===== src/rtl/ssra_pkg.sv =====
// Shared types, constants and fixed-point helpers for the sparse row accumulator.
package ssra_pkg;

    // Fixed field widths
    localparam int VAL_W      = 32;
    localparam int IDX_PORT_W = 16;
    localparam int POS_W      = 6;
    localparam int CNT_OUT_W  = 7;

    localparam logic signed [VAL_W-1:0] Q_MAX = 32'sh7FFF_FFFF;
    localparam logic signed [VAL_W-1:0] Q_MIN = 32'sh8000_0000;

    // Command codes
    typedef enum logic [2:0] {
        CMD_ADD_COEF  = 3'd0,
        CMD_ADD_CONST = 3'd1,
        CMD_SCALE     = 3'd2,
        CMD_CLEAR     = 3'd3,
        CMD_READ      = 3'd4
    } cmd_t;

    // Controller states
    typedef enum logic [1:0] {
        ST_IDLE,
        ST_RUN,
        ST_FINISH
    } state_t;

    // What the head stage does to the entry it holds
    typedef enum logic [1:0] {
        MODE_PASS,
        MODE_ACC,
        MODE_SCALE
    } mode_t;

    // Controller to head stage
    typedef struct packed {
        logic start;
        logic shift;
        logic add_coef;
        logic scale;
        logic occupied;
        logic const_slot;
        logic table_full;
    } head_ctrl_t;

    // Head stage to controller
    typedef struct packed {
        logic inserted;
        logic overflow;
        logic sat_seen;
        logic ret_clip;
    } head_stat_t;

    // Q16.16 value with clip flag
    typedef struct packed {
        logic signed [VAL_W-1:0] value;
        logic                    clipped;
    } qres_t;

    // Saturating Q16.16 add
    function automatic qres_t q_sat_add(logic signed [VAL_W-1:0] a,
                                        logic signed [VAL_W-1:0] b);
        logic signed [VAL_W:0] s;
        qres_t                 r;
        s = {a[VAL_W-1], a} + {b[VAL_W-1], b};
        if (s[VAL_W] != s[VAL_W-1])
        begin
            r.clipped = 1'b1;
            r.value   = s[VAL_W] ? Q_MIN : Q_MAX;
        end
        else
        begin
            r.clipped = 1'b0;
            r.value   = s[VAL_W-1:0];
        end
        return r;
    endfunction

    // Round a full product to Q16.16 (half up) and clip
    function automatic qres_t q_round_clip(logic signed [2*VAL_W-1:0] p);
        logic signed [2*VAL_W-1:0] r;
        logic        [47:0]        q;
        qres_t                     res;
        r = p + 64'sd32768;
        q = r[63:16];
        if ((&q[47:31]) || !(|q[47:31]))
        begin
            res.clipped = 1'b0;
            res.value   = q[31:0];
        end
        else
        begin
            res.clipped = 1'b1;
            res.value   = q[47] ? Q_MIN : Q_MAX;
        end
        return res;
    endfunction

endpackage


===== src/rtl/ssra_cell.sv =====
// One storage cell of the entry ring: holds an index/value pair and passes it on.
module ssra_cell #(
    parameter int IDX_W = 16
) (
    input  logic                              clk,
    input  logic                              shift,
    input  logic [IDX_W-1:0]                  in_index,
    input  logic signed [ssra_pkg::VAL_W-1:0] in_value,
    output logic [IDX_W-1:0]                  index,
    output logic signed [ssra_pkg::VAL_W-1:0] value
);

    logic [IDX_W-1:0]                  index_reg;
    logic signed [ssra_pkg::VAL_W-1:0] value_reg;

    // Take the neighbor's entry on every ring step
    always_ff @(posedge clk)
    begin
        if (shift)
        begin
            index_reg <= in_index;
            value_reg <= in_value;
        end
    end

    assign index = index_reg;
    assign value = value_reg;

endmodule


===== config.mk =====
export PLATFORM = sky130hd
export DESIGN_NAME = ssra_cell
export DESIGN_NICKNAME = d
export VERILOG_FILES = /design/src/rtl/ssra_pkg.sv /design/src/rtl/ssra_cell.sv
export SDC_FILE = /design/constraint.sdc
export NUM_CORES = 1
export LEC_CHECK = 0
export BUFFER_PORTS_ARGS = -buffer_cell sky130_fd_sc_hd__buf_2
export CAP_MARGIN = 40
export CORE_UTILIZATION = 43
export DETAILED_ROUTE_END_ITERATION = 7
export GPL_ROUTABILITY_DRIVEN = 0
export PLACE_DENSITY = 0.83
export SLEW_MARGIN = 5
export SYNTH_ARGS = -nofsm -noshare
export SYNTH_HDL_FRONTEND = slang
export SYNTH_SLANG_ARGS = --single-unit
export TNS_END_PERCENT = 50

===== constraint.sdc =====
create_clock -name clk -period 0.8 [get_ports clk]
set_input_delay 0.16 -clock clk [delete_from_list [all_inputs] [get_ports clk]]
set_output_delay 0.16 -clock clk [all_outputs]
set_load 0.03 [all_outputs]

Yosys cells after proc, flatten, opt, wreduce, memory -nomap -nowiden. Index checks and enable logic that the tools add are counted.

Add/sub/neg operators: 0. $mul: 0. Divide/modulo/power cells: 0. Magnitude comparators: 0. Eq/ne operators: 0. Shift operators: 0. Multiplexer cells: 0. Bitwise gates (word level): 0. Reduce and logical (&&, ||, !) cells: 0.

Register bits after elaboration: 48. Bits in latches: 0. Bits in writable memories: 0. Bits in read-only memories: 0. Input bits: 50. Output and inout bits: 48. Memories kept: 0.

Depth between registers and ports, before layout.
Depth in word-level cells: 0. Gate-level depth with buffers: 0. Depth with buffers taken out: 0.

Least setup slack after synthesis. OpenSTA, ideal clock, no wires.

Path type: reg2out. Start point: register index_reg[0], in the netlist index[0]. End point: output port index[0]. Data arrival time: 0.496 ns. Setup slack: 0.144 ns. Cell stages (with the launch flop): 1. Path through: edfxtp_1.

RTL lines: from (decl) (RTL line ssra_cell.sv:13) `logic [IDX_W-1:0] index_reg;`; from (signal assigned) (RTL line ssra_cell.sv:21) `index_reg <= in_index;`; to (decl) (RTL line ssra_cell.sv:9) `output logic [IDX_W-1:0] index,`.

No word-level cell between the ends.

Worst setup path after layout.
Start point: register value_reg (netlist bit value[18]). End point: output port value[18] in the netlist's numbering.

RTL lines: from (decl) (RTL line ssra_cell.sv:14) `logic signed [ssra_pkg::VAL_W-1:0] value_reg;`; from (signal assigned) (RTL line ssra_cell.sv:22) `value_reg <= in_value;`; to (decl) (RTL line ssra_cell.sv:10) `output logic signed [ssra_pkg::VAL_W-1:0] value`.

No word-level cell between the ends.

==> results.py <==
metrics = {
    "run_status": {
        "status": "finished, violations left",
        "violations": "setup timing",
    },
    "route": {
        "via_per_inst": 4.45,
        "ant_nets": 0,
        "dr_total_vias": 1094,
        "routed_wl_mm": 4.27,
        "drt-initial-drc-count": 38,
        "drcViolationCount": 0,
        "dr.pass1.iters": 5,
        "wl_per_cell_um": 17.3,
    },
    "pwr": {
        "p_per_area_nw_per_um2": 2060,
        "ir_drop_mv": 1.79,
        "power.leakage_nw": 1.22,
    },
    "worst_setup_path": {
        "path_max_fanout": 1,
        "path_depth": 1,
        "cp_top_family": "flip-flops",
        "cp_slowest_cell": "edfxtp_1",
        "critPathCaptureType": "primary output",
        "critPathMaxStageDelay_ps": 450,
        "path_class": "flip-flop to primary output",
        "worstSetupStartpointType": "flip-flop",
        "arrival_ps": 960,
        "path_cells": "buf_6",
        "path_buf_inv": 1,
        "required_ps": 640,
    },
    "layout": {
        "diodes": 0,
        "design_area_um2": 2900,
        "post-route-util": 0.927,
        "multi_input_area_um2": 0,
        "largest_reg_flops": 32,
        "fin_nets": 252,
        "drive_above_1_share": 0.525,
        "fillers": 102,
        "multi_input_gates": 0,
        "syn_to_final_growth_pct": 101,
    },
    "floorplanning": {
        "die-width_um": 59.9,
        "ios": 98,
        "die_h_um": 59.9,
        "rows": 20,
        "coreArea_um2": 3130,
        "initial_utilization": 0.461,
        "design.die.area_um2": 3590,
    },
    "place": {
        "port_buffers": 97,
        "placed_area_um2": 2020,
    },
    "timing": {
        "worst_slack_ps": -324,
        "rsz0062_at_grt": "true",
        "period_share": 1.40,
        "timing.hold.ws_ps": 274,
        "fin_setup_tns_ps": -13250,
        "worstMarginPinSlew_ps": 143,
        "setup_viol": 48,
        "hold_viol": 0,
        "slew_viol_final": 0,
        "fmax_ghz": 0.890,
        "maxSlewHeadroom": 0.904,
        "period_needed_ps": 1120,
    },
    "cts": {
        "cts_sinks": 48,
        "clockBufferDepth": 2,
        "cts_root_buffer": "clkbuf_4",
        "cts_setup_buffers": 0,
        "cts_tree": "built",
        "clk_pin_slew_ps": 130,
        "htree_num_levels": 2,
        "numCtsBuffers": 5,
    },
    "worst_hold_path": {
        "min_path_type": "input port to flip-flop",
        "worstHoldStart": "shift",
        "holdPathStages": 2,
        "min_to": "value[18]$_DFFE_PP_",
    },
    "global_routing": {
        "gr-usage-all-layers": 0.237,
        "grt_pass1_vias": 1185,
        "grt_pass1_wl_mm": 5.62,
        "grt_max_degree": 27,
        "grt_antenna_before_repair": 0,
        "grt.overflow.total": 0,
    },
    "yosys": {
        "ys_ff_latch": 48,
        "yosysSeqAreaShare": 1.00,
        "netlist_area_um2": 1440,
        "synth_cell_types": 1,
        "avgSynthCellArea_um2": 30.0,
        "synth_fp_nets": 98,
        "synthCells": 48,
        "yosys_warnings": 0,
    },
    "flow_run": {
        "cap_violations": 0,
    },
}
synthesized netlist by cell type (all sizes together):
cell / instances / share of area
edfxtp: 48 / 1.0
routing by layer:
layer  global-route usage  routed length, um  up-vias  part of all wire
li1                     -                  -      500                 -
met1                0.222               1440      521              0.34
met5                    0                  0        -                 0
met2                0.448               2400       65              0.56
met3               0.0779                319        8             0.075
met4                0.126                107        0             0.025
timing repair:
item,in CTS,in global routing
endpoints found under the setup margin,48,48
hold buffers,48,0
pin swaps,0,0
gates resized for setup,94,3
hold endpoints to repair,48,0
how the worst max path moves through the flow:
stage,start,endpoint,slack (ps)
floorplan,index[0]$_DFFE_PP_,index[0],140
global placement,shift,index[15]$_DFFE_PP_,10
detailed placement,shift,index[15]$_DFFE_PP_,-4
CTS,value[27]$_DFFE_PP_,value[27],-300
global route,value[18]$_DFFE_PP_,value[18],-360
finish,value[18]$_DFFE_PP_,value[18],-320
cells in the final DEF, fill, tap and decap left out, drive strengths merged:
cell type and instances:
buf 99, bufinv 2, clkbuf 5, dlygate4sd3 48, edfxtp 48
power by group:
part           switching, W  internal (W)
registers          0.000106       0.00299
clock network      0.000720      0.000957
logic              0.000598      0.000601
per-stage QoR:
step	std cells	setup slack, ps	total power (W)
after floorplan	48	144	0.00350
after global placement	191	12.0	0.00383
after detailed placement	191	-3.97	0.00385
after CTS	246	-302	0.00592
after global routing	246	-360	0.00614
final	246	-324	0.00597
cells by family (layout without fill, tap and decap cells):
group | count (synthesis) | in the layout | synth area share
buffers and inverters | 0 | 154 | 0
flip-flops | 48 | 48 | 1.00
cell type report:
cell class	instances	area [um2]	share of cell area
clock inverter	2	60.1	0.0207
timing repair buffer	147	1310	0.450
tap	44	55.1	0.0190
clock buffer	5	37.5	0.0129
sequential	48	1440	0.497
(Power assumes the default switching activity.)
