`config.mk`:
```
export PLATFORM = sky130hd
export DESIGN_NAME = ssra_head
export DESIGN_NICKNAME = d
export VERILOG_FILES = /design/src/rtl/ssra_pkg.sv /design/src/rtl/ssra_head.sv
export SDC_FILE = /design/constraint.sdc
export NUM_CORES = 2
export LEC_CHECK = 0
export BUFFER_PORTS_ARGS = -buffer_cell sky130_fd_sc_hd__buf_2
export CORE_MARGIN = 8
export CORE_UTILIZATION = 30
export DETAILED_ROUTE_END_ITERATION = 10
export MAX_ROUTING_LAYER = met4
export PLACE_DENSITY = 0.46
export SLEW_MARGIN = 40
export SYNTH_ARGS = -nofsm -noshare
export SYNTH_HDL_FRONTEND = slang
export SYNTH_SLANG_ARGS = --single-unit
export TNS_END_PERCENT = 5
```
`constraint.sdc`:
```
create_clock -name clk -period 5.7 [get_ports clk]
set_input_delay 0.57 -clock clk [delete_from_list [all_inputs] [get_ports clk]]
set_output_delay 0.57 -clock clk [all_outputs]
set_load 0.02 [all_outputs]
```
`src/rtl/ssra_pkg.sv`:
```
// Shared types, constants and fixed-point helpers for the sparse row accumulator.
package ssra_pkg;

    // Fixed field widths
    localparam int VAL_W      = 32;
    localparam int IDX_PORT_W = 16;
    localparam int POS_W      = 6;
    localparam int CNT_OUT_W  = 7;

    localparam logic signed [VAL_W-1:0] Q_MAX = 32'sh7FFF_FFFF;
    localparam logic signed [VAL_W-1:0] Q_MIN = 32'sh8000_0000;

    // Command codes
    typedef enum logic [2:0] {
        CMD_ADD_COEF  = 3'd0,
        CMD_ADD_CONST = 3'd1,
        CMD_SCALE     = 3'd2,
        CMD_CLEAR     = 3'd3,
        CMD_READ      = 3'd4
    } cmd_t;

    // Controller states
    typedef enum logic [1:0] {
        ST_IDLE,
        ST_RUN,
        ST_FINISH
    } state_t;

    // What the head stage does to the entry it holds
    typedef enum logic [1:0] {
        MODE_PASS,
        MODE_ACC,
        MODE_SCALE
    } mode_t;

    // Controller to head stage
    typedef struct packed {
        logic start;
        logic shift;
        logic add_coef;
        logic scale;
        logic occupied;
        logic const_slot;
        logic table_full;
    } head_ctrl_t;

    // Head stage to controller
    typedef struct packed {
        logic inserted;
        logic overflow;
        logic sat_seen;
        logic ret_clip;
    } head_stat_t;

    // Q16.16 value with clip flag
    typedef struct packed {
        logic signed [VAL_W-1:0] value;
        logic                    clipped;
    } qres_t;

    // Saturating Q16.16 add
    function automatic qres_t q_sat_add(logic signed [VAL_W-1:0] a,
                                        logic signed [VAL_W-1:0] b);
        logic signed [VAL_W:0] s;
        qres_t                 r;
        s = {a[VAL_W-1], a} + {b[VAL_W-1], b};
        if (s[VAL_W] != s[VAL_W-1])
        begin
            r.clipped = 1'b1;
            r.value   = s[VAL_W] ? Q_MIN : Q_MAX;
        end
        else
        begin
            r.clipped = 1'b0;
            r.value   = s[VAL_W-1:0];
        end
        return r;
    endfunction

    // Round a full product to Q16.16 (half up) and clip
    function automatic qres_t q_round_clip(logic signed [2*VAL_W-1:0] p);
        logic signed [2*VAL_W-1:0] r;
        logic        [47:0]        q;
        qres_t                     res;
        r = p + 64'sd32768;
        q = r[63:16];
        if ((&q[47:31]) || !(|q[47:31]))
        begin
            res.clipped = 1'b0;
            res.value   = q[31:0];
        end
        else
        begin
            res.clipped = 1'b1;
            res.value   = q[47] ? Q_MIN : Q_MAX;
        end
        return res;
    endfunction

endpackage

```
`src/rtl/ssra_head.sv`:
```
// Head stage of the ring: sorted insert, accumulate, and the scale multiplier.
module ssra_head #(
    parameter int IDX_W = 16
) (
    input  logic                              clk,
    input  logic                              rst_n,
    input  ssra_pkg::head_ctrl_t              ctrl,
    input  logic [IDX_W-1:0]                  op_index,
    input  logic signed [ssra_pkg::VAL_W-1:0] op_value,
    input  logic signed [ssra_pkg::VAL_W-1:0] cur_const,
    input  logic [IDX_W-1:0]                  in_index,
    input  logic signed [ssra_pkg::VAL_W-1:0] in_value,
    output logic [IDX_W-1:0]                  ret_index,
    output logic signed [ssra_pkg::VAL_W-1:0] ret_value,
    output ssra_pkg::head_stat_t              stat
);

    // Control registers
    logic            done_reg,     done_next;
    logic            shifting_reg, shifting_next;
    logic            inserted_reg, inserted_next;
    logic            overflow_reg, overflow_next;
    logic            sat_reg,      sat_next;
    ssra_pkg::mode_t a_mode_reg,   a_mode_next;

    // Payload registers
    logic [IDX_W-1:0]                    carry_idx_reg, carry_idx_next;
    logic signed [ssra_pkg::VAL_W-1:0]   carry_val_reg, carry_val_next;
    logic [IDX_W-1:0]                    a_idx_reg,     a_idx_next;
    logic signed [ssra_pkg::VAL_W-1:0]   a_val_reg,     a_val_next;
    logic signed [2*ssra_pkg::VAL_W-1:0] a_prod_reg,    a_prod_next;

    logic signed [ssra_pkg::VAL_W-1:0]   mul_a;
    ssra_pkg::qres_t                     acc_res;
    ssra_pkg::qres_t                     scl_res;
    logic                                ret_clip;

    // Multiplicand: the entry, or the constant term in the spare slot
    assign mul_a = ctrl.const_slot ? cur_const : in_value;

    // Decision and stage A loading
    always_comb
    begin
        done_next      = done_reg;
        shifting_next  = shifting_reg;
        inserted_next  = inserted_reg;
        overflow_next  = overflow_reg;
        sat_next       = sat_reg;
        a_mode_next    = a_mode_reg;
        carry_idx_next = carry_idx_reg;
        carry_val_next = carry_val_reg;
        a_idx_next     = a_idx_reg;
        a_val_next     = a_val_reg;
        a_prod_next    = a_prod_reg;
        if (ctrl.start)
        begin
            done_next     = 1'b0;
            shifting_next = 1'b0;
            inserted_next = 1'b0;
            overflow_next = 1'b0;
            sat_next      = 1'b0;
            a_mode_next   = ssra_pkg::MODE_PASS;
        end
        else if (ctrl.shift)
        begin
            a_idx_next  = in_index;
            a_val_next  = in_value;
            a_mode_next = ssra_pkg::MODE_PASS;
            a_prod_next = mul_a * op_value;
            sat_next    = sat_reg | ret_clip;
            if (shifting_reg)
            begin
                // Entries after the insert point move up one place
                a_idx_next     = carry_idx_reg;
                a_val_next     = carry_val_reg;
                carry_idx_next = in_index;
                carry_val_next = in_value;
            end
            else if (ctrl.add_coef && !done_reg)
            begin
                if (ctrl.const_slot)
                begin
                    // Larger than every entry of a full table
                    overflow_next = 1'b1;
                    done_next     = 1'b1;
                end
                else if (ctrl.occupied && (op_index == in_index))
                begin
                    a_mode_next = ssra_pkg::MODE_ACC;
                    done_next   = 1'b1;
                end
                else if (!ctrl.occupied || (op_index < in_index))
                begin
                    done_next = 1'b1;
                    if (ctrl.table_full)
                    begin
                        overflow_next = 1'b1;
                    end
                    else
                    begin
                        a_idx_next     = op_index;
                        a_val_next     = op_value;
                        carry_idx_next = in_index;
                        carry_val_next = in_value;
                        shifting_next  = 1'b1;
                        inserted_next  = 1'b1;
                    end
                end
            end
            else if (ctrl.scale && (ctrl.occupied || ctrl.const_slot))
            begin
                a_mode_next = ssra_pkg::MODE_SCALE;
            end
        end
    end

    always_ff @(posedge clk or negedge rst_n)
    begin
        if (!rst_n)
        begin
            done_reg     <= 1'b0;
            shifting_reg <= 1'b0;
            inserted_reg <= 1'b0;
            overflow_reg <= 1'b0;
            sat_reg      <= 1'b0;
            a_mode_reg   <= ssra_pkg::MODE_PASS;
        end
        else
        begin
            done_reg     <= done_next;
            shifting_reg <= shifting_next;
            inserted_reg <= inserted_next;
            overflow_reg <= overflow_next;
            sat_reg      <= sat_next;
            a_mode_reg   <= a_mode_next;
        end
    end

    always_ff @(posedge clk)
    begin
        carry_idx_reg <= carry_idx_next;
        carry_val_reg <= carry_val_next;
        a_idx_reg     <= a_idx_next;
        a_val_reg     <= a_val_next;
        a_prod_reg    <= a_prod_next;
    end

    // Stage A result: saturating add, rounded product, or the entry passed through
    assign acc_res = ssra_pkg::q_sat_add(a_val_reg, op_value);
    assign scl_res = ssra_pkg::q_round_clip(a_prod_reg);

    always_comb
    begin
        ret_value = a_val_reg;
        ret_clip  = 1'b0;
        case (a_mode_reg)
            ssra_pkg::MODE_ACC:
            begin
                ret_value = acc_res.value;
                ret_clip  = acc_res.clipped;
            end
            ssra_pkg::MODE_SCALE:
            begin
                ret_value = scl_res.value;
                ret_clip  = scl_res.clipped;
            end
            default:
            begin
                ret_value = a_val_reg;
                ret_clip  = 1'b0;
            end
        endcase
    end

    assign ret_index     = a_idx_reg;
    assign stat.inserted = inserted_reg;
    assign stat.overflow = overflow_reg;
    assign stat.sat_seen = sat_reg;
    assign stat.ret_clip = ret_clip;

endmodule
```
==> Yosys cells after proc, flatten, opt, wreduce, memory -nomap -nowiden <==
Index checks and enable logic that the tools add are counted.
{ "totals": {"regBits": 167, "latchBits": 0, "mem_bits_rw": 0, "rom_bits": 0, "input_bits": 137, "out_inout_bits": 52, "elab_cells": 124, "n_memories": 0} }
{ "classes": {"addsub": 2, "mul": 1, "div": 0, "order_cmp": 1, "eq_ne": 12, "n_shift": 0, "mux": 71, "bitwise_logic": 2, "reduce_logical": 24} }
{ "ops": {"columns": ["operator", "count"], "rows": [
  ["two-way mux 32 bit", 15],
  ["two-way mux 16 bit", 12],
  ["two-way mux 33 bit", 2],
  ["adder 64 x 17 -> 64 bit, second input constant", 1],
  ["multiplier 32 x 32 -> 64 bit", 1],
  ["case mux 32 bit (2 select lines)", 1],
  ["two-way mux 1 bit", 35],
  ["adder 32 x 32 -> 33 bit", 1],
  ["AND reduction 17 bit", 1],
  ["OR reduction 17 bit", 1],
  ["== test 16 bit", 1],
  ["less-than comparator 16 bit", 1],
  ["AND reduction 7 bit", 2],
  ["two-way mux 2 bit", 5],
  ["nonzero test 2 bit", 5],
  ["!= test 2 x 1 -> 1 bit, second input constant", 4],
  ["!= test 2 bit, second input constant", 3],
  ["AND reduction 6 bit", 1],
  ["nonzero test 3 bit", 2],
  ["AND reduction 4 bit", 1],
  ["nonzero test 4 bit", 1],
  ["logical AND 1 bit", 3],
  ["logical NOT 1 bit", 3],
  ["logical OR 1 bit", 3],
  ["8 further kinds", 8]
]} }

==> Depth between registers and ports, before layout <==
{ "logic_depth": {"word_depth": 9, "mapped_depth": 31, "mapped_depth_nobuf": 28} }

==> Worst setup path after synthesis <==
Ideal clock, no wire load.
{ "synth_timing": {"path_type": "input to register", "start": "input port ctrl[6] in the netlist's numbering", "end": "register carry_idx_reg[0] (enable)", "setup_ps": 526, "arrival_ps": 8580, "required_time_ps": 5174, "setup_slack_ps": -3407, "cell_stages": 3, "path_buffers": 1, "cell_sequence": "clkbuf_1 nor2_1 a21boi_0"} }
{ "synth_via": {"elab_chain_len": 2} }
{ "synth_lines": {"columns": ["item", "line_no", "text"], "rows": [
  ["start, declared", "ssra_head.sv:7", "input ssra_pkg::head_ctrl_t ctrl,"],
  ["NOT 1 bit (no line)", null, null],
  ["AND reduction 7 bit (no line)", null, null],
  ["end signal, assigned", "ssra_head.sv:141", "carry_idx_reg <= carry_idx_next;"],
  ["end, declared", "ssra_head.sv:27", "logic [IDX_W-1:0] carry_idx_reg, carry_idx_next;"]
]} }
Every way passes these cells.
A chain may end at the register's enable or synchronous reset.

==> Worst setup path in the final report <==
{ "layout_timing": {"start": "input port ctrl[1] in the netlist's numbering", "end": "register a_prod_reg[61] in the netlist's numbering, data pin"} }
{ "layout_via": {"elab_chain_len": 2} }
{ "layout_lines": {"columns": ["item", "line_no", "text"], "rows": [
  ["two-way mux 32 bit", "ssra_head.sv:39", "assign mul_a = ctrl.const_slot ? cur_const : in_value;"],
  ["multiplier 32 x 32 -> 64 bit", "ssra_head.sv:69", "a_prod_next = mul_a * op_value;"],
  ["end signal, assigned", "ssra_head.sv:145", "a_prod_reg <= a_prod_next;"],
  ["end, declared", "ssra_head.sv:31", "logic signed [2*ssra_pkg::VAL_W-1:0] a_prod_reg, a_prod_next;"]
]} }
Every way passes these cells.

==> metrics list <==
- In the global route stage, overall resource usage came out at 19.9%.
- Crit. End Element: register
* Top library cells by usage in the layout, fill and taps aside: 1050 x sky130_fd_sc_hd__fa_1, 987 x sky130_fd_sc_hd__inv_1, 611 x sky130_fd_sc_hd__nand2_1
- Leftover overflow at the end of global routing: 0
- Leaving out fill and tap cells, the most frequent cell in the layout is sky130_fd_sc_hd__fa_1.
- Worst min-delay path category: in2reg
- Sequential element share of the synthesized area: 9.99%
- Worst setup path class: in2reg
* Required time of the critical path: 5.92 ns
* Setup repair after global routing missed its margin: yes
- The final hold violation count is 0.
- Cell area after technology mapping: 45300 um^2
- Clock Tree Buf Depth: 2
* Capture endpoint of the worst hold path: carry_idx_reg[4]$_DFFE_PP_
* Outcome: finished with violations
- Synthesis produced a netlist whose cell count is 4731.
- Fraction of the mapped netlist area in compound gates: 5.36%
- The first global-routing pass estimated 240000 um of wire.
- Placeable core region: 150000 um^2
- Each instance of the synthesized netlist takes up on average 9.59 um^2.
- Initial standard-cell utilization of the core: 30.2%
- In the synthesized netlist the dominant register cell turns out to be sky130_fd_sc_hd__edfxtp_1.
- Yosys attributes the largest share of cell area to sky130_fd_sc_hd__fa_1 48%, sky130_fd_sc_hd__edfxtp_1 9.6%, sky130_fd_sc_hd__inv_1 8.3%, sky130_fd_sc_hd__and2_1 7.1%, sky130_fd_sc_hd__ha_1 6.4%.
- For flop-to-flop paths, the worst setup slack is 1.35 ns.
- Total I/O pin count: 189
* Final period demand of the worst path: 8.27 ns
- Before CTS, the worst setup slack after placement is -3.75 ns.
- The initial antenna violation count came to 9.
- Clock slew at the register clock pins of the worst setup and hold paths: 0.08 ns
- Final setup margin: -2.57 ns
- For the worst-skew pair, the clock arrives at the later sink with an insertion delay of 0.46 ns.
* 1st-pass router iterations: 7
* Vias after detailed routing: 34000
* Area growth syn-to-layout: 19.9%
* Vias per Instance: 4.66
* Total of warnings raised by yosys: 0
- Measured along the y axis, the die boundary spans 405 um.
* Number of flip-flops under the largest register name: 49
- Count of input and output buffers: 188
* Horizontal die dimension: 405 um
- For the worst flop-to-flop path, the logic depth is 12.
* Adder-Cell Fraction of Synth Area: 54.2%
* Number of stages on the worst hold path: 1
* Slowest stage cell on the critical path: sky130_fd_sc_hd__fa_1
- Worst rel slew slack: 48.4%
- Data on the critical path arrives at its endpoint at 8.49 ns.
* Post-synthesis mux area share: 2.02%
* Flip-flop and latch count after synthesis: 152
* Number of setup violations in the final report: 49
* Number of library cell types mapped by synthesis: 79
- Maximum clock frequency: 0.121 GHz
* TritonCTS clock tree: built
- The detail route stage leaves a number of antenna-violating nets equal to 0.
- Post-Place Cells: 7231
- Slew at the pin closest to its max-slew limit: 0.773 ns
* Count of maximum capacitance violations: 0
- The startpoint identified for the worst hold timing path is in_index[4].
- Yosys mapped a number of flops with a built-in enable equal to 145.
- Largest area contributor in the netlist: sky130_fd_sc_hd__fa_1
* Area share of xor/xnor cells in the synthesized design: 2.45%
- The H-tree was split into 4 levels.
- Final wirelength: 157000 um
- Of the available clock period, the critical path in the final layout requires 145%.
* Number of cells in the finished layout apart from fillers: 7297
- Total half-perimeter wirelength after legalization and detailed placement: 135000 um
- The number of global-route vias before repair was 38100.
* Largest net degree at the start of global routing: 54
- The number of clock buffers added by TritonCTS is 17.
- For this block, the initial DRC count from the detailed router was 1831.
- On the worst path, the slowest cell contributes a delay of 0.56 ns.
- Counting every sink on the clock net gives 152.
- Largest fanout of any net on the critical path: 6
* Critical R2R Capture: sat_reg$_DFFE_PN0N_
- Worst r2r src: a_prod_reg[42]$_DFFE_PP_
- Startpoint Class: primary input
* Syn_nets: 6181
- Largest family of logic cells by synthesized area: adder cells
- Std cell rows: 142
- Final Wtd Congestion: 0.910
* Layout cells sized above 1: 18.5%
- Post-synth top area share: 47.8%
- Proportion of register bits with asynchronous set or reset after synthesis: 4.61%
- Violated checks: setup timing
* Number of nets in the layout: 6714
* Routed wirelength normalized by instance count: 21.5 um
- After detailed routing, the number of remaining DRC violations is 0.
* Critical Path Most Common Cell: sky130_fd_sc_hd__fa_1
- The final count of pins violating max slew is 0.
- Setup clock skew after layout: 0.0111 ns
* Simple-gate portion of the synthesized area: 15.6%
- Die area: 164000 um^2
* Root buffer cell: sky130_fd_sc_hd__clkbuf_16
-- cells in the mapped netlist (5+ instances only) --
master / instances
sky130_fd_sc_hd__a21o_1: 33
sky130_fd_sc_hd__o21ai_0: 112
sky130_fd_sc_hd__and2_1: 514
sky130_fd_sc_hd__nor3_1: 21
sky130_fd_sc_hd__a211oi_1: 10
sky130_fd_sc_hd__o21bai_1: 5
sky130_fd_sc_hd__a21oi_1: 137
sky130_fd_sc_hd__and3_1: 16
sky130_fd_sc_hd__fa_1: 1082
sky130_fd_sc_hd__nand2_1: 615
sky130_fd_sc_hd__o21a_1: 27
sky130_fd_sc_hd__mux2i_1: 52
sky130_fd_sc_hd__a31oi_1: 10
sky130_fd_sc_hd__inv_1: 997
sky130_fd_sc_hd__edfxtp_1: 145
sky130_fd_sc_hd__xor2_1: 51
sky130_fd_sc_hd__nor2b_1: 18
sky130_fd_sc_hd__buf_4: 6
sky130_fd_sc_hd__mux2_2: 33
sky130_fd_sc_hd__buf_2: 8
sky130_fd_sc_hd__o211ai_1: 8
sky130_fd_sc_hd__or2_2: 12
sky130_fd_sc_hd__nand4_1: 30
sky130_fd_sc_hd__buf_1: 8
sky130_fd_sc_hd__clkbuf_1: 215
sky130_fd_sc_hd__a41oi_1: 5
sky130_fd_sc_hd__o31ai_1: 7
sky130_fd_sc_hd__nand2b_1: 13
sky130_fd_sc_hd__xnor2_1: 76
sky130_fd_sc_hd__and4_1: 8
sky130_fd_sc_hd__nor4_1: 11
sky130_fd_sc_hd__ha_1: 231
sky130_fd_sc_hd__nand3_1: 36
sky130_fd_sc_hd__nor2_1: 100
sky130_fd_sc_hd__dfrtp_1: 7
-- kinds of logic after synthesis --
family | count (synthesis)
AOI/OAI and AO/OA | 396
xor gates and xnor gates | 127
adders and majority gates | 1316
buffers and inverters | 1238
DFF | 152
muxes | 86
and+or+nand+nor | 1416
-- area by class of cell --
class | instances | area, um^2
well taps | 2016 | 2520
multi-input cells | 3342 | 37000
inverters | 997 | 3750
repair buffers | 754 | 5990
diodes | 4 | 10.0
fillers | 15500 | 95600
clock buffers | 17 | 425
clock inverters | 15 | 179
flip-flops and latches | 152 | 4530
-- worst max-delay path, delay by kind of cell --
kind | cells | cell delay (ns)
fa+ha+maj | 9 | 4.18
simple gates | 2 | 0.48
buf+inv | 9 | 1.27
mux | 1 | 0.35
compound gates | 7 | 1.50
xor+xnor | 1 | 0.13
-- stage by stage --
step | hold WS (ns) | setup TNS [ns] | area (um^2) | utilization, %
final | 0.314 | -94.61 | 54400 | 36.3
after global routing | 0.296 | -104.53 | 54400 | 36.3
after CTS | 0.289 | -97.16 | 54000 | 36.0
after detailed placement | 0.418 | -144.99 | 52600 | 35.1
after global placement | 0.423 | -146.17 | 52600 | 35.1
after floorplan | 0.274 | -121.34 | 45500 | -
-- how the worst max path moves through the flow --
stage / cells past startpoint / slack, ns / start / endpoint
2_1_floorplan: 27 / -2.66 / ctrl[1] / a_prod_reg[63]$_DFFE_PP_
3_3_place_gp: 32 / -3.77 / ctrl[1] / a_prod_reg[63]$_DFFE_PP_
3_5_place_dp: 32 / -3.75 / ctrl[1] / a_prod_reg[63]$_DFFE_PP_
4_1_cts: 28 / -2.53 / ctrl[1] / a_prod_reg[61]$_DFFE_PP_
5_1_grt: 31 / -2.76 / ctrl[1] / a_prod_reg[63]$_DFFE_PP_
6_report: 29 / -2.57 / ctrl[1] / a_prod_reg[61]$_DFFE_PP_
-- per-layer routing --
layer  part of all wire, %  vias up  GRT usage [%]
met5                     0        -              -
met4                   3.6        0           5.79
met3                   3.0      195           1.38
met2                    51      711           35.3
met1                    42    17800           24.4
li1                      -    15300              -
-- what timing repair did --
action	CTS	global route
resized for setup	131	57
gates cloned	2	2
endpoints found under the setup margin	49	49
setup buffers	19	7
hold endpoints to repair	7	0
hold buffers	1	0
pin swaps	51	40
Power is not shown: default switching activity piles up to over one toggle a cycle in this logic, so the estimate is an artifact.
